## config.mk

```make
export PLATFORM = sky130hd
export DESIGN_NAME = tli_queue
export DESIGN_NICKNAME = d
export VERILOG_FILES = /design/src/rtl/core/tli_pkg.sv /design/src/rtl/core/tli_queue.sv
export SDC_FILE = /design/constraint.sdc
export NUM_CORES = 1
export LEC_CHECK = 0
export ABC_AREA = 1
export BUFFER_PORTS_ARGS = -buffer_cell sky130_fd_sc_hd__buf_2
export CAP_MARGIN = 20
export CELL_PAD_IN_SITES_DETAIL_PLACEMENT = 0
export CELL_PAD_IN_SITES_GLOBAL_PLACEMENT = 2
export CORE_MARGIN = 3
export CORE_UTILIZATION = 35
export DETAILED_ROUTE_END_ITERATION = 16
export HOLD_SLACK_MARGIN = 0.02
export PLACE_DENSITY_LB_ADDON = 0.1
export SLEW_MARGIN = 40
export SYNTH_ARGS = -nofsm -noshare
export SYNTH_HDL_FRONTEND = slang
export SYNTH_SLANG_ARGS = --single-unit
```

## constraint.sdc

```tcl
create_clock -name clk_i -period 6.86 [get_ports clk_i]
set_input_delay 0.343 -clock clk_i [delete_from_list [all_inputs] [get_ports clk_i]]
set_output_delay 0.343 -clock clk_i [all_outputs]
set_load 0.01 [all_outputs]
```

## src/rtl/core/tli_pkg.sv

```systemverilog
package tli_pkg;

  localparam int unsigned DataW        = 48;
  localparam int unsigned DefTableDepth = 1024;
  localparam int unsigned QueueDepth   = 4;

  localparam logic [1:0] CMD_CLEAR  = 2'd0;
  localparam logic [1:0] CMD_APPEND = 2'd1;
  localparam logic [1:0] CMD_QUERY  = 2'd2;

  localparam logic [2:0] KIND_EMPTY  = 3'd0;
  localparam logic [2:0] KIND_SINGLE = 3'd1;
  localparam logic [2:0] KIND_EXACT  = 3'd2;
  localparam logic [2:0] KIND_INTERP = 3'd3;
  localparam logic [2:0] KIND_EXT_LO = 3'd4;
  localparam logic [2:0] KIND_EXT_HI = 3'd5;
  localparam logic [2:0] KIND_ZERO_DX = 3'd6;

  typedef enum logic [1:0] {
    OP_CLEAR,
    OP_APPEND,
    OP_QUERY
  } op_e;

  typedef struct packed {
    op_e                     op;
    logic signed [DataW-1:0] x;
    logic signed [DataW-1:0] y;
  } op_t;

endpackage

```

## src/rtl/core/tli_queue.sv

```systemverilog
module tli_queue
  import tli_pkg::*;
(
  input  logic clk_i,
  input  logic rst_ni,
  input  logic push_i,
  input  op_t  op_i,
  output logic full_o,
  input  logic pop_i,
  output logic valid_o,
  output op_t  op_o
);

  localparam int unsigned PtrW = $clog2(QueueDepth);

  op_t              mem_q [QueueDepth];
  logic [PtrW-1:0]  wr_q, wr_d, rd_q, rd_d;
  logic [PtrW:0]    cnt_q, cnt_d;

  assign full_o  = cnt_q == (PtrW+1)'(QueueDepth);
  assign valid_o = cnt_q != '0;
  assign op_o    = mem_q[rd_q];

  always_comb begin
    wr_d  = wr_q;
    rd_d  = rd_q;
    cnt_d = cnt_q;
    if (push_i) begin
      wr_d = (wr_q == PtrW'(QueueDepth - 1)) ? '0 : wr_q + 1'b1;
    end
    if (pop_i) begin
      rd_d = (rd_q == PtrW'(QueueDepth - 1)) ? '0 : rd_q + 1'b1;
    end
    if (push_i && !pop_i) begin
      cnt_d = cnt_q + 1'b1;
    end else if (!push_i && pop_i) begin
      cnt_d = cnt_q - 1'b1;
    end
  end

  always_ff @(posedge clk_i or negedge rst_ni) begin
    if (!rst_ni) begin
      wr_q  <= '0;
      rd_q  <= '0;
      cnt_q <= '0;
    end else begin
      wr_q  <= wr_d;
      rd_q  <= rd_d;
      cnt_q <= cnt_d;
    end
  end

  always_ff @(posedge clk_i) begin
    if (push_i) begin
      mem_q[wr_q] <= op_i;
    end
  end

endmodule

```

# ---- After elaboration in Yosys (flattened, before gate mapping)
# Memories as Yosys holds them, arrays and structs flattened.
# Cells that the tools add are included.
dict set report classes {
  n_addsub 4
  n_eq_ne 3
  mux 6
  reduce_logical 6
}
# cell n
set ops {}
lappend ops {{$mux W3} 2}
lappend ops {{$add A2 B1 Y2 const B} 2}
lappend ops {{$eq A2 B2 Y1 const B} 2}
lappend ops {{$mux W2} 2}
lappend ops {{$add A3 B1 Y3 const B} 1}
lappend ops {{$eq A3 B3 Y1 const B} 1}
lappend ops {{$reduce_bool A3 Y1} 1}
lappend ops {{$sub A3 B1 Y3 const B} 1}
lappend ops {{$logic_and A1 B1 Y1} 2}
lappend ops {{$logic_not A1 Y1} 2}
lappend ops {{$mux W1} 2}
lappend ops {{$reduce_bool A2 Y1} 1}
dict set report totals {
  register_bits 7
  mem_bits_rw 392
  out_inout_bits 100
  wordCells 23
  memories 1
}
# memory words word_bits rd rd_clocked_by_memory_dff write_ports line
set memory_table {}
lappend memory_table {mem_q 4 98 1 0 1 tli_queue.sv:16} ;# op_t mem_q [QueueDepth];

# ---- Longest topological paths before layout
dict set report logic_depth {
  word_depth 4
  depth_mapped 9
}

# ---- Worst setup path before layout
# OpenSTA, ideal clock, no wires.
dict set report synth_timing {
  path_kind {register -> register}
  from {reg wr_q[0]}
  to {mem mem_q[2][0] in the netlist's numbering, enable pin}
  arrival_time_ps 2553
  required_time_ps 6409
  path_slack_ps 3856
  path_stages_with_launch 5
  path_buffers 0
  period_less_slack_ps 3004
  cell_sequence {dfrtp_1 inv_1 ha_1 nand2_1 inv_1}
}
# element line
set synth_lines {}
lappend synth_lines {{start: declaration} tli_queue.sv:17} ;# logic [PtrW-1:0] wr_q, wr_d, rd_q, rd_d;
lappend synth_lines {{start signal: assignment} tli_queue.sv:47} ;# wr_q <= wr_d;
lappend synth_lines {{end: declaration} tli_queue.sv:16}
# Straight into the memory's write port.

==> metrics.log <==
[metrics] total grt overflow: 0
[metrics] Final period util: between 40% and 50%
[metrics] die footprint: roughly 0.049 sq mm
[metrics] maximum number of pins on one net before global-route repair: 199
[metrics] average wire per cell in the routed design: approximately 17 um
[metrics] data required time at the worst endpoint: 6520 ps
[metrics] largest area contributor in the netlist: sky130_fd_sc_hd__edfxtp_1
[metrics] chip width: 220 um
[metrics] Layout Cells excl Fill: roughly 2100
[metrics] setup repair after global routing missed its margin: no
[metrics] Primary FF master, synth: sky130_fd_sc_hd__edfxtp_1
[metrics] Clock H-tree levels: 2
[metrics] power density of the placed cells: about 400 mW/mm^2
[metrics] drt via density: ~4.4
[metrics] share of the synthesized area in the top cell type: 73.2%
[metrics] final WL: 36000 um
[metrics] startpoint class of the critical path: flop
[metrics] placed cell count: a little under 2000
[metrics] Post-Place Worst Slack: roughly 3900 ps
[metrics] standard-cell row count: between 70 and 80
[metrics] vias: 9401
[metrics] initial core utilization: between 30% and 40%
[metrics] type of the worst setup path: reg2out
[metrics] count of filler cells inserted in the layout: between 4000 and 5000
[metrics] cell types with the largest area share after synthesis: sky130_fd_sc_hd__edfxtp_1, sky130_fd_sc_hd__o211ai_1, sky130_fd_sc_hd__nand2_1, sky130_fd_sc_hd__inv_1, sky130_fd_sc_hd__buf_6
[metrics] CTS resizes: 0
[metrics] worst clock skew on the final layout: ~20 ps
[metrics] clock sinks: 399
[metrics] number of clock buffers inserted by TritonCTS: 45
[metrics] clock transition at the registers of the reported paths: 50 ps
[metrics] total track usage: 15.0%
[metrics] Final Hold Viols: 0
[metrics] synthesized cell area: roughly 0.016 sq mm
[metrics] area inside the core boundary: roughly 0.045 sq mm
[metrics] final number of setup-violating endpoints: 0
[metrics] per-instance average area after synthesis: ~13 sq um
[metrics] timing-limited maximum frequency: between 300 and 400 MHz
[metrics] vias in the first global route: 9335
[metrics] share of the yosys chip area belonging to registers: between 70 and 80%
[metrics] endpoint arrival time on the critical path: between 2000 and 3000 ps
[metrics] number of routed nets with antenna violations: 0
[metrics] Post-Syn Instances: ~1200
[metrics] Tightest Pin Transition: around 800 ps
[metrics] Min-Delay Path Class: in2reg
[metrics] Post-Syn Nets: 1305
[metrics] Buffers on Ports: ~200
[metrics] largest driver fanout on the critical path: a little under 200
[metrics] Final min period: 3310 ps
[metrics] post-route total power: 7.83 mW
[metrics] type of destination of the critical path: primary output
[metrics] number of different library cells in the post-synthesis netlist: 19
[metrics] routability congestion estimate: between 0.6 and 0.7
[metrics] post-layout utilization of the core: approximately 44%
[metrics] max-slew violations: 0
[metrics] IO Count: around 200
[metrics] outcome: complete, no violations
[metrics] peak ir drop on the vdd network: between 0.2 and 0.25 mV
[metrics] Root Buffer: sky130_fd_sc_hd__clkbuf_16
[metrics] Total Nets Final: 1597
[metrics] share of async-settable or async-resettable flops after synthesis: 1.75%
[metrics] DR DRC count: 0
[metrics] chip height: around 220 um
[metrics] Detailed Routing Iterations Pass 1: 4
[metrics] count of flip-flops with a built-in enable after synthesis: 392
[metrics] first-pass GRT wire length: 55100 um
[metrics] max_cap viols: 0
[metrics] First DRT Iteration DRCs: around 360
[metrics] Layout area overhead: 23.1%
[metrics] CTS max path bufs: 3
[metrics] total half-perimeter wirelength after legalization and detailed placement: a little under 20000 um
[metrics] leak pwr: 7.92 nW
[metrics] leading cell type by number of instances after synthesis: sky130_fd_sc_hd__edfxtp_1
[metrics] fraction of final layout cells with drive strength greater than 1: 17.7%
[metrics] TritonCTS clock tree: done
[metrics] clock insertion delay at the later pin of the skew report: between 500 and 600 ps
[metrics] number of flip-flops and latches in the synthesized netlist: around 400
[metrics] total of warnings raised by yosys: 0
[metrics] Final Worst Setup Slack: between 3000 and 4000 ps
[metrics] number of antenna violations at the first check in global routing: 5
[metrics] Sum Neg Setup Slack: 0 ps
[metrics] worst slew slack as a fraction of its limit: roughly 46%
[metrics] commonest cells in the synthesized netlist: sky130_fd_sc_hd__edfxtp_1, sky130_fd_sc_hd__nand2_1, sky130_fd_sc_hd__inv_1
-- sequential cells by signal, indices dropped and copies added, names as in the netlist --
signal / flops
cnt_q: 3
mem_q: 392
rd_q: 2
wr_q: 2
-- cell families after synthesis --
group / synth area share (%)
flops: 74.3
simple gates: 7.41
buf+inv: 8.35
compound gates: 9.28
fa+ha+maj: 0.592
xor+xnor: 0.0545
-- through the flow --
step	hold slack, ps	cell area, sq um
finish	145	19800
floorplan	47.4	16100
global route	146	19800
CTS	106	19700
detailed placement	195	17400
global placement	194	17400
-- per-layer routing --
layer  share of wire (%)  track usage, %
met3                 4.4            3.09
met4                 2.4            4.96
met2                  48            24.9
met5               0.058               0
met1                  45            19.9
-- report_power, final --
part           total (mW)  switching, mW  internal (mW)
Sequential           3.26          0.137           3.13
Combinational        2.33           1.57          0.761
Clock                2.24          0.901           1.34
-- cell type report --
class | instances | area, sq um | area share [%]
diodes | 3 | 7.51 | 0.0380
clock buffers | 60 | 1200 | 6.08
clock inverters | 19 | 166 | 0.841
inverters | 209 | 820 | 4.14
multi-input cells | 524 | 2790 | 14.1
flip-flops and latches | 399 | 12000 | 60.4
well taps | 592 | 741 | 3.74
repair buffers | 309 | 2110 | 10.7
-- timing repair --
item	in CTS	in global routing
endpoints found under the setup margin	0	0
hold buffers	100	0
endpoints found under the hold margin	400	0
buffers inserted	0	0
-- critical path, cell delays in order (launching register included) --
cell,delay [ps]
sky130_fd_sc_hd__dfrtp_1,480
sky130_fd_sc_hd__inv_12,530
sky130_fd_sc_hd__buf_12,310
sky130_fd_sc_hd__buf_16,390
sky130_fd_sc_hd__nand2_1,150
sky130_fd_sc_hd__o211ai_1,130
sky130_fd_sc_hd__nand2_1,80
sky130_fd_sc_hd__buf_2,140
-- placed cells by master (no fill, tap or decap), types with 12 or more instances in the layout --
cell and n:
sky130_fd_sc_hd__clkinv_1 12, sky130_fd_sc_hd__edfxtp_1 392, sky130_fd_sc_hd__inv_1 203, sky130_fd_sc_hd__clkbuf_16 46, sky130_fd_sc_hd__buf_2 201, sky130_fd_sc_hd__clkbuf_1 14
sky130_fd_sc_hd__nand2_1 311, sky130_fd_sc_hd__o211ai_1 196, sky130_fd_sc_hd__dlygate4sd3_1 100
-- final timing paths --
path | from | to | slack [ps] | cells after the start
min in group asynchronous | rst_ni | cnt_q[2]$_DFFE_PN0P_ | 160 | 2
min reg2reg | cnt_q[2]$_DFFE_PN0P_ | cnt_q[2]$_DFFE_PN0P_ | 470 | 2
max reg2reg | wr_q[0]$_DFFE_PN0P_ | mem_q[0][50]$_DFFE_PP_ | 4530 | 5
min | push_i | wr_q[0]$_DFFE_PN0P_ | 150 | 2
max | rd_q[0]$_DFFE_PN0P_ | op_o[27] | 3550 | 7
max in group asynchronous | rst_ni | rd_q[1]$_DFFE_PN0P_ | 6510 | 2
Power figures use the tool's default switching activity.
